File: config.mk
export PLATFORM = sky130hd
export DESIGN_NAME = rvsec_ram
export DESIGN_NICKNAME = d
export VERILOG_FILES = /design/src/design/rvsec_ram.sv
export SDC_FILE = /design/constraint.sdc
export NUM_CORES = 2
export LEC_CHECK = 0
export ABC_AREA = 1
export BUFFER_PORTS_ARGS = -buffer_cell sky130_fd_sc_hd__buf_2
export CAP_MARGIN = 20
export CORE_MARGIN = 3
export CORE_UTILIZATION = 35
export CTS_CLUSTER_DIAMETER = 200
export CTS_CLUSTER_SIZE = 25
export DETAILED_ROUTE_END_ITERATION = 12
export PLACE_DENSITY = 0.54
export RECOVER_POWER = 100
export SETUP_SLACK_MARGIN = 0.05
export SLEW_MARGIN = 20
export SYNTH_ARGS = -nofsm -noshare
export SYNTH_HDL_FRONTEND = slang
export SYNTH_SLANG_ARGS = --single-unit
File: constraint.sdc
create_clock -name clk_i -period 2.4 [get_ports clk_i]
set_input_delay 0.24 -clock clk_i [delete_from_list [all_inputs] [get_ports clk_i]]
set_output_delay 0.24 -clock clk_i [all_outputs]
set_load 0.02 [all_outputs]
File: src/design/rvsec_ram.sv
module rvsec_ram #(
  parameter int unsigned WIDTH = 8,
  parameter int unsigned DEPTH = 256
) (
  input  logic                     clk_i,
  input  logic                     we_i,
  input  logic [$clog2(DEPTH)-1:0] waddr_i,
  input  logic [WIDTH-1:0]         wdata_i,
  input  logic                     re_i,
  input  logic [$clog2(DEPTH)-1:0] raddr_i,
  output logic [WIDTH-1:0]         rdata_o
);

  logic [WIDTH-1:0] mem_q [DEPTH];
  logic [WIDTH-1:0] rdata_q;

  always_ff @(posedge clk_i) begin
    if (we_i) begin
      mem_q[waddr_i] <= wdata_i;
    end
    if (re_i) begin
      rdata_q <= mem_q[raddr_i];
    end
  end

  assign rdata_o = rdata_q;

endmodule

==> results.md <==
* Met3 wire len at about 17000 um
* Worst-margin pin slew at roughly 1.9 ns
* Minimum hold slack at 0.292 ns
* Drt wl/cell at around 24 um
* Tightest Hold Check Type: in -> reg
* Fmax at 440 MHz
* Required @ worst endpoint at 2.79 ns
* Cell count after synthesis at 7003
* Met2 Routed Length at 117000 um
* Maxcap violations at 9
* Worst Clk Skew at about 0.044 ns
* Ys Warns at 0
* Most frequent cell after synthesis: nand2_1
* #FFs+latches synth at a little over 2000
* DRT met1 WL at 104000 um
* CTS Sinks at between 2000 and 2500
* Worst-Skew Late Latency at 0.77 ns
* Largest family of logic cells by synthesized area: simple AND/OR/NAND/NOR gates
* CTS HTree Levels at 3
* Final GP Congestion at between 0.8 and 0.9
* Core area at 236000 um2
* IO Count at 35
* Worst-path fanout max at 9
* Die span in x at between 400 and 500 um
* Worst-path cell chain: clkbuf_1, nor2_1, inv_1, nor2_1, nand2_1, clkbuf_2, nor2_1, clkbuf_1
* Worst Path Buf+Inv at 4
* CP arrival at roughly 2.7 ns
* Clock Tree Root: clkbuf_16
* Pin count of the biggest net entering global routing at 112
* Area grow syn2layout at 10.5%
* Most frequent cell on the critical path: nor2_1
* Drt first-iter violations at 6133
* EDFF count, synth at 2056
* Worst slew margin at -27.3%
* CP Launch Type: input pin
* Design Area, Final at 92200 um2
* Fin. Hold Viols at 0
* Total GRT Usage at approximately 20%
* Clock buffer depth at 3
* ANT nets after route at 0
* Nets at roughly 7200
* Vias in the first global route at about 53000
* Compound-Gate Fraction of Synth Area at 0%
* Worst setup EP type: flop
* DRC at 0
* Site Rows at roughly 180
* Placed cell area at roughly 91000 um2
* Setup violators final at 0
* Final Cycle Share at about 95%
* Most used DFF post-synth: edfxtp_1
* CP max stage delay at about 0.62 ns
* Most frequent cells after synthesis: nand2_1 (2123), edfxtp_1 (2056), nand3_1 (2019)
* CP max stage cell: clkbuf_2
* DIE AREA at approximately 240000 um2
* Initial core utilization at approximately a third
* Syn_area_per_cell at approximately 12 um2
* Synth top area share at about three quarters
* Min cycle time layout at ~2.3 ns
* Peak VDD IR at roughly 0.55 mV
* Dpl hpwl at between 150000 and 200000 um
* Synth area leaders: edfxtp_1 (74%), nand3_1 (12%), nand2_1 (9.5%), buf_2 (1.6%), nor2_1 (1.3%)
* Vias per cell at 5.28
* GRT Residual Overflow at 0
* Mux cell area share after synthesis at 0%
* Overall die height at ~500 um
* Adder-cell share of the synthesized area at 0%
* Netlist Area Pre-Place at ~83000 um2
* Slew Limit Fails at approximately 370
* P_leak at just over 30 nW
* Unrepaired setup endpoints after global routing: no
* Crit path max-delay family: buffers and inverters
* Total clock buffers created by CTS at roughly 90
* Most area-hungry cell type in the Yosys netlist: edfxtp_1
* Post-Syn Nets at between 7000 and 8000
* Initial antenna violation count at 15
* Failing checks: capacitance limit, slew limit
* Netlist cell types at 13
* Power Density at 677 nW/um2
* CTS tree: done
* XOR/XNOR Fraction of Synth Area at 0%
* Initial DRT Pass Iterations at 7
* Fraction of registers with async set/reset at 0%
* Share of cells above drive strength 1 at about 5.6%
* First-pass GRT wire length at between 300000 and 400000 um
* Status: complete, but fails checks
* Worst Path Class, Setup: in -> reg
* Highest routed layer: met4
* Final WL at roughly 250000 um
* Post-synthesis simple-gate area fraction at around 23%
* Core Util, Final at between 30% and 40%
* DR vias at 54800
* Worst-path clk slew at 0.10 ns
* Setup_tns at 0 ns
* IO Port Bufs at 34
* Seq/Total Area, Yosys at 74.0%
## path summary, 6_finish.rpt
path	endpoint	from	cells after the start	slack, ns
min	mem_q[189][3]$_DFFE_PP_	we_i	3	0.29
max	mem_q[99][7]$_DFFE_PP_	waddr_i[2]	8	0.13
min reg2reg	rdata_o[2]$_DFFE_PP_	mem_q[218][2]$_DFFE_PP_	10	1.11
max reg2reg	rdata_o[3]$_DFFE_PP_	mem_q[235][3]$_DFFE_PP_	11	0.18
## layout make-up
class | count | area [um2]
clock buffers | 94 | 2350
well taps | 3150 | 3940
multi-input cells | 4425 | 19200
fillers | 22600 | 144000
repair buffers | 606 | 4820
diodes | 4 | 10.0
flip-flops and latches | 2056 | 61700
inverters | 39 | 180
clock inverters | 2 | 36.3
## cells by family (layout without fill, tap and decap cells)
logic type / Yosys count / count (layout)
buffers and inverters: 522 / 741
flip-flops: 2056 / 2056
other: 0 / 4
AND/OR/NAND/NOR: 4425 / 4425
## layout by cell type (no fill, tap or decap)
master / n
clkbuf_16: 94
nand2_2: 6
buf_6: 2
inv_1: 34
edfxtp_1: 2056
dlymetal6s2s_1: 1
nand2_1: 2117
inv_2: 1
buf_12: 112
clkdlybuf4s25_1: 1
clkbuf_1: 294
dlygate4sd3_1: 10
inv_4: 1
buf_8: 4
nor2_1: 283
clkbuf_4: 5
clkinv_8: 1
buf_2: 11
buf_4: 140
nand3_1: 2019
inv_16: 2
diode_2: 4
clkbuf_2: 26
inv_8: 2
## metrics by stage
step	worst slack [ns]	cells	power [mW]
floorplan	0.669	7003	42.8
global placement	-0.302	10300	45.5
detailed placement	-0.317	10300	45.6
CTS	0.305	10400	63.1
global route	0.0952	10400	64.6
finish	0.129	10400	62.5
## flip-flops by register name, summed over array words and instances (netlist names)
name and flops:
mem_q 2048, rdata_o 8
## report_power, final
group          switching, mW  total [mW]  internal [mW]  leakage, nW
clock                   10.8        17.8           7.05         1.18
sequential            0.0527        39.6           39.5         18.5
combinational           3.63        5.03           1.40         11.4
## worst min-delay path: stages
cell and delay [ns]:
buf_2 0.21, nand2_1 0.26, nor2_1 0.14
## metal layers
| metal | GRT usage [%] | up-vias |
|---|---|---|
| li1 | - | 25100 |
| met1 | 27.3 | 27500 |
| met2 | 32.4 | 1932 |
| met3 | 2.83 | 282 |
| met4 | 5.23 | 0 |
| met5 | 0 | - |
## repair_timing
action	CTS	global route
buffers inserted	0	0
resized for setup	0	0
endpoints found under the hold margin	286	0
hold buffers	10	0
Note: power is estimated with default switching activity, not from simulation.
