[config.mk]
export PLATFORM = sky130hd
export DESIGN_NAME = rvsec_exec
export DESIGN_NICKNAME = d
export VERILOG_FILES = /design/src/design/rvsec_pkg.sv /design/src/design/rvsec_exec.sv
export SDC_FILE = /design/constraint.sdc
export NUM_CORES = 1
export LEC_CHECK = 0
export CAP_MARGIN = 20
export CORE_ASPECT_RATIO = 1.2
export CORE_MARGIN = 1
export CORE_UTILIZATION = 40
export DETAILED_ROUTE_END_ITERATION = 8
export DONT_BUFFER_PORTS = 1
export SYNTH_ARGS = -nofsm -noshare
export SYNTH_HDL_FRONTEND = slang
export SYNTH_SLANG_ARGS = --single-unit
[constraint.sdc]
create_clock -name vclk -period 7.1
set_input_delay 0.355 -clock vclk [all_inputs]
set_output_delay 0.355 -clock vclk [all_outputs]
set_load 0.01 [all_outputs]
[src/design/rvsec_pkg.sv]
package rvsec_pkg;

  localparam int unsigned NUM_REGS = 32;
  localparam int unsigned REG_AW = $clog2(NUM_REGS);

  localparam logic [6:0] OPC_OP     = 7'h33;
  localparam logic [6:0] OPC_OP_IMM = 7'h13;
  localparam logic [6:0] OPC_LUI    = 7'h37;
  localparam logic [6:0] OPC_LOAD   = 7'h03;
  localparam logic [6:0] OPC_STORE  = 7'h23;
  localparam logic [6:0] OPC_BRANCH = 7'h63;
  localparam logic [6:0] OPC_JAL    = 7'h6F;
  localparam logic [6:0] OPC_JALR   = 7'h67;

  localparam logic [6:0] F7_BASE = 7'h00;
  localparam logic [6:0] F7_ALT  = 7'h20;

  localparam logic [2:0] F3_ADD  = 3'd0;
  localparam logic [2:0] F3_SLL  = 3'd1;
  localparam logic [2:0] F3_SLT  = 3'd2;
  localparam logic [2:0] F3_SLTU = 3'd3;
  localparam logic [2:0] F3_XOR  = 3'd4;
  localparam logic [2:0] F3_SR   = 3'd5;
  localparam logic [2:0] F3_OR   = 3'd6;
  localparam logic [2:0] F3_AND  = 3'd7;

  localparam logic [2:0] F3_LB  = 3'd0;
  localparam logic [2:0] F3_LH  = 3'd1;
  localparam logic [2:0] F3_LW  = 3'd2;
  localparam logic [2:0] F3_LBU = 3'd4;
  localparam logic [2:0] F3_LHU = 3'd5;

  localparam logic [2:0] F3_BEQ  = 3'd0;
  localparam logic [2:0] F3_BNE  = 3'd1;
  localparam logic [2:0] F3_BLT  = 3'd4;
  localparam logic [2:0] F3_BGE  = 3'd5;
  localparam logic [2:0] F3_BLTU = 3'd6;
  localparam logic [2:0] F3_BGEU = 3'd7;

  localparam logic [1:0] SZ_BYTE = 2'd0;
  localparam logic [1:0] SZ_HALF = 2'd1;
  localparam logic [1:0] SZ_WORD = 2'd2;

  localparam int unsigned PADDR_W = 3;
  localparam logic [PADDR_W-1:0] REG_DATA_BASE = 3'd0;
  localparam logic [15:0] DATA_BASE_RESET = 16'h0400;

  typedef struct packed {
    logic [31:0]       npc;
    logic              ill;
    logic              wr;
    logic [REG_AW-1:0] rd;
    logic [31:0]       val;
    logic              mem_ld;
    logic              mem_st;
    logic [31:0]       off;
    logic [2:0]        f3;
    logic              ext;
    logic              ext_st;
    logic [31:0]       ext_addr;
    logic [31:0]       ext_data;
    logic [1:0]        ext_sz;
  } ex_t;

endpackage

[src/design/rvsec_exec.sv]
module rvsec_exec #(
  parameter int unsigned DATA_BYTES = 1024
) (
  input  logic [31:0]        instr_i,
  input  logic [31:0]        pc_i,
  input  logic [31:0]        a_i,
  input  logic [31:0]        b_i,
  input  logic [15:0]        base_i,
  output rvsec_pkg::ex_t     ex_o
);

  localparam logic [31:0] WIN = 32'(DATA_BYTES);

  logic [6:0]  opc, f7;
  logic [4:0]  rd, rs2, shamt;
  logic [2:0]  f3;
  logic [31:0] imm_i, imm_s, imm_b, imm_j, op2, sum, diff, ls_addr, off, size, pc4;
  logic        slt, sltu, in_win, b_eq, b_lt, b_ltu, take;

  always_comb begin
    opc   = instr_i[6:0];
    rd    = instr_i[11:7];
    f3    = instr_i[14:12];
    rs2   = instr_i[24:20];
    f7    = instr_i[31:25];
    imm_i = {{20{instr_i[31]}}, instr_i[31:20]};
    imm_s = {{20{instr_i[31]}}, instr_i[31:25], instr_i[11:7]};
    imm_b = {{19{instr_i[31]}}, instr_i[31], instr_i[7], instr_i[30:25], instr_i[11:8], 1'b0};
    imm_j = {{11{instr_i[31]}}, instr_i[31], instr_i[19:12], instr_i[20], instr_i[30:21],
             1'b0};
    op2   = (opc == rvsec_pkg::OPC_OP) ? b_i : imm_i;
    shamt = (opc == rvsec_pkg::OPC_OP) ? b_i[4:0] : rs2;
    sum   = a_i + op2;
    diff  = a_i - b_i;
    slt   = $signed(a_i) < $signed(op2);
    sltu  = a_i < op2;
    b_eq  = a_i == b_i;
    b_lt  = $signed(a_i) < $signed(b_i);
    b_ltu = a_i < b_i;
    pc4   = pc_i + 32'd4;
    ls_addr = a_i + ((opc == rvsec_pkg::OPC_STORE) ? imm_s : imm_i);
    off   = ls_addr - {16'd0, base_i};
    case (f3[1:0])
      rvsec_pkg::SZ_BYTE: size = 32'd1;
      rvsec_pkg::SZ_HALF: size = 32'd2;
      default:            size = 32'd4;
    endcase
    in_win = off <= (WIN - size);
    take   = 1'b0;

    ex_o          = '0;
    ex_o.npc      = pc4;
    ex_o.rd       = rd;
    ex_o.off      = off;
    ex_o.f3       = f3;

    case (opc)
      rvsec_pkg::OPC_OP, rvsec_pkg::OPC_OP_IMM: begin
        ex_o.wr = 1'b1;
        case (f3)
          rvsec_pkg::F3_ADD: begin
            if (opc == rvsec_pkg::OPC_OP_IMM || f7 == rvsec_pkg::F7_BASE) ex_o.val = sum;
            else if (f7 == rvsec_pkg::F7_ALT) ex_o.val = diff;
            else ex_o.ill = 1'b1;
          end
          rvsec_pkg::F3_SLL: begin
            if (opc == rvsec_pkg::OPC_OP || f7 == rvsec_pkg::F7_BASE) ex_o.val = a_i << shamt;
            else ex_o.ill = 1'b1;
          end
          rvsec_pkg::F3_SLT:  ex_o.val = {31'd0, slt};
          rvsec_pkg::F3_SLTU: ex_o.val = {31'd0, sltu};
          rvsec_pkg::F3_XOR:  ex_o.val = a_i ^ op2;
          rvsec_pkg::F3_SR: begin
            if (f7 == rvsec_pkg::F7_BASE) ex_o.val = a_i >> shamt;
            else if (f7 == rvsec_pkg::F7_ALT) ex_o.val = 32'($signed(a_i) >>> shamt);
            else ex_o.ill = 1'b1;
          end
          rvsec_pkg::F3_OR:   ex_o.val = a_i | op2;
          default:            ex_o.val = a_i & op2;
        endcase
      end
      rvsec_pkg::OPC_LUI: begin
        ex_o.wr  = 1'b1;
        ex_o.val = {instr_i[31:12], 12'd0};
      end
      rvsec_pkg::OPC_LOAD: begin
        if (f3 == rvsec_pkg::F3_SLTU || f3 > rvsec_pkg::F3_LHU) begin
          ex_o.ill = 1'b1;
        end else begin
          ex_o.wr = 1'b1;
          if (in_win) begin
            ex_o.mem_ld = 1'b1;
          end else begin
            ex_o.ext      = 1'b1;
            ex_o.ext_addr = ls_addr;
            ex_o.ext_sz   = f3[1:0];
          end
        end
      end
      rvsec_pkg::OPC_STORE: begin
        if (f3 > rvsec_pkg::F3_LW) begin
          ex_o.ill = 1'b1;
        end else if (in_win) begin
          ex_o.mem_st = 1'b1;
        end else begin
          ex_o.ext      = 1'b1;
          ex_o.ext_st   = 1'b1;
          ex_o.ext_addr = ls_addr;
          ex_o.ext_data = b_i;
          ex_o.ext_sz   = f3[1:0];
        end
      end
      rvsec_pkg::OPC_BRANCH: begin
        case (f3)
          rvsec_pkg::F3_BEQ:  take = b_eq;
          rvsec_pkg::F3_BNE:  take = !b_eq;
          rvsec_pkg::F3_BLT:  take = b_lt;
          rvsec_pkg::F3_BGE:  take = !b_lt;
          rvsec_pkg::F3_BLTU: take = b_ltu;
          rvsec_pkg::F3_BGEU: take = !b_ltu;
          default:            ex_o.ill = 1'b1;
        endcase
        if (take) ex_o.npc = pc_i + imm_b;
      end
      rvsec_pkg::OPC_JAL: begin
        ex_o.wr  = 1'b1;
        ex_o.val = pc4;
        ex_o.npc = pc_i + imm_j;
      end
      rvsec_pkg::OPC_JALR: begin
        if (f3 != rvsec_pkg::F3_ADD) begin
          ex_o.ill = 1'b1;
        end else begin
          ex_o.wr  = 1'b1;
          ex_o.val = pc4;
          ex_o.npc = {ls_addr[31:1], 1'b0};
        end
      end
      default: ex_o.ill = 1'b1;
    endcase

    if (ex_o.ill) begin
      ex_o.npc      = pc_i;
      ex_o.wr       = 1'b0;
      ex_o.mem_ld   = 1'b0;
      ex_o.mem_st   = 1'b0;
      ex_o.ext      = 1'b0;
      ex_o.ext_st   = 1'b0;
      ex_o.ext_addr = '0;
      ex_o.ext_data = '0;
      ex_o.ext_sz   = '0;
    end
    if (rd == '0) ex_o.wr = 1'b0;
    if (!ex_o.wr) begin
      ex_o.val    = '0;
      ex_o.rd     = '0;
      ex_o.mem_ld = 1'b0;
    end
  end

endmodule

==> impl_metrics.yaml <==
status:
  outcome: "finished clean"
floorplan:
  die_y_um: 241
  placeableCoreArea_mm2: 0.0469
  top_level_ports: 320
  chipWidth_um: 201
  floorplan.rows: 87
  initial_utilization_pct: 40.5
  dieArea_mm2: 0.0484
synth:
  netlist_instances: 2876
  seq_area_frac_synth_pct: 0
  yosysWarningCount: 0
  syn_avg_cell_area_um2: 6.61
  synthDistinctLibCells: 95
  synth.cell_area_mm2: 0.0190
  post_synthesis_net_count: 3250
timing:
  fin_crit_ps: 6760
  max_clock_freq_mhz: 148
  timing.final.hold_violations: 0
  fin_crit_sh_pct: 95.3
  setup_violations: 0
  max-slew-margin-rel_pct: 21.5
  grt_setup_unrepaired: "false"
  timing_max_transition_violations_final: 0
  whs_ps: 718
  timing.setup.tns_ps: 0
  transition_time_at_the_pin_with_the_least_slew_margin_ps: 1170
worst_setup_path:
  timing.critical_path.fanout_max: 46
  critical-path-slowest-cell: "or4_4"
  cp.required_ps: 6740
  critical_path_depth: 28
  crit_family: "simple AND/OR/NAND/NOR gates"
  crit_path_max_incr_delay_ps: 550
  timing.critical_path.to: "ex_o[104]"
  critical_path_class: "in2out"
  critPathBufInv: 4
  critical_path.startpoint: "instr_i[1]"
  critical_path.startpoint_type: "input port"
  worst_path_most_repeated_cell: "nor2_1"
  cp_data_arrival_time_ps: 6410
  crit_path_end_kind: "primary output"
grt:
  grt.overflow.total: 0
  initial_antenna_violation_count: 5
  grt_first_pass_wirelength_um: 151000
  first_global_vias: 22000
  globalRouteTotalUtil_pct: 42.1
  grt_start_max_net_pins: 72
cells_and_area:
  flops_and_latches: 0
  sequential_cell_area_um2: 0
  commonest_non_fill_non_tap_cells_in_the_layout: "nor2_1, a21oi_1, nand2_1"
  final_core_utilization_pct: 42.8
  syn_to_final_growth_pct: 5.67
  layout-drive-gt1-share_pct: 8.45
  nFillCells: 5077
  final_common_cell: "nor2_1"
  finish.net_count: 3194
  n_clock_buffer: 0
routing:
  avgViaCountPerCell: 6.91
  drc_errors: 0
  avgRoutedWirePerCell_um: 31.3
  drtPass1Iterations: 6
  postRouteWirelength_um: 108000
  detailroute.via_count: 23800
  ant_nets: 0
  drtIter0Drc: 3022
hold_path:
  min_path_type: "in2out"
place:
  gp_congestion: 1.05
  place.detailed.hpwl_um: 87200
  placement.io_buffers: 0
run:
  maxcap_viol_count: 0
-- stage by stage --
stage / setup slack, ps / area [um2] / instances
after floorplan: 258 / 19000 / 2876
after global placement: 110 / 20000 / 3437
after detailed placement: 8.66 / 20000 / 3437
after CTS: 0.403 / 20000 / 3437
after global routing: 71.2 / 20100 / 3441
final: 337 / 20100 / 3442
-- area by class of cell --
type                            instances  area (um2)  area share, %
Tap cell                              623         779           3.88
Multi-Input combinational cell       2512       17700           88.1
Timing Repair Buffer                  119         910           4.53
Antenna cell                            1        2.50         0.0125
Inverter                              187         702           3.49
-- worst min-delay path by stage --
| stage | cells past startpoint | end | slack (ps) | start |
|---|---|---|---|---|
| floorplan | 1 | ex_o[68] | 800 | instr_i[12] |
| global placement | 0 | ex_o[69] | 720 | instr_i[13] |
| detailed placement | 0 | ex_o[68] | 710 | instr_i[12] |
| CTS | 0 | ex_o[68] | 720 | instr_i[12] |
| global route | 0 | ex_o[69] | 710 | instr_i[13] |
| finish | 0 | ex_o[69] | 720 | instr_i[13] |
-- cell families after synthesis --
kind of cell | Yosys count | share of synthesized area (%)
simple gates | 956 | 24.1
mux | 121 | 9.28
fa+ha+maj | 230 | 15.4
compound gates | 1033 | 35.6
buf+inv | 364 | 7.58
xor+xnor | 172 | 8.02
-- synth_stat cells, drive strengths merged (23+ instances only) --
cell	instances	area [um2]
clkbuf	145	544
ha	224	2800
a31oi	36	225
o21bai	28	210
and3	83	519
o211ai	39	298
buf	32	195
xor2	56	509
a211oi	41	313
nand3	82	410
nand2	236	888
o22ai	35	219
mux2i	57	571
o21a	28	210
nor2b	29	181
mux4	42	946
inv	184	691
nand2b	23	144
and2	34	213
nand4	27	169
a21o	103	773
nor3	78	390
a221oi	37	324
o21ai	229	1150
nor2	283	1060
xnor2	116	1020
a21oi	260	1310
-- metal layers --
metal	routed length [um]	vias up	track usage [%]
li1	-	10600	-
met1	39000	11400	47.4
met2	49700	1492	71.8
met3	9720	370	7.64
met4	9320	0	30.2
met5	0	-	0
-- timing repair --
action / in CTS / in global routing
gates resized for setup: 1 / 14
gates cloned: 0 / 0
pin swaps: 0 / 2
setup buffers: 0 / 4
setup endpoints to repair: 26 / 55
hold buffers: 0 / 0
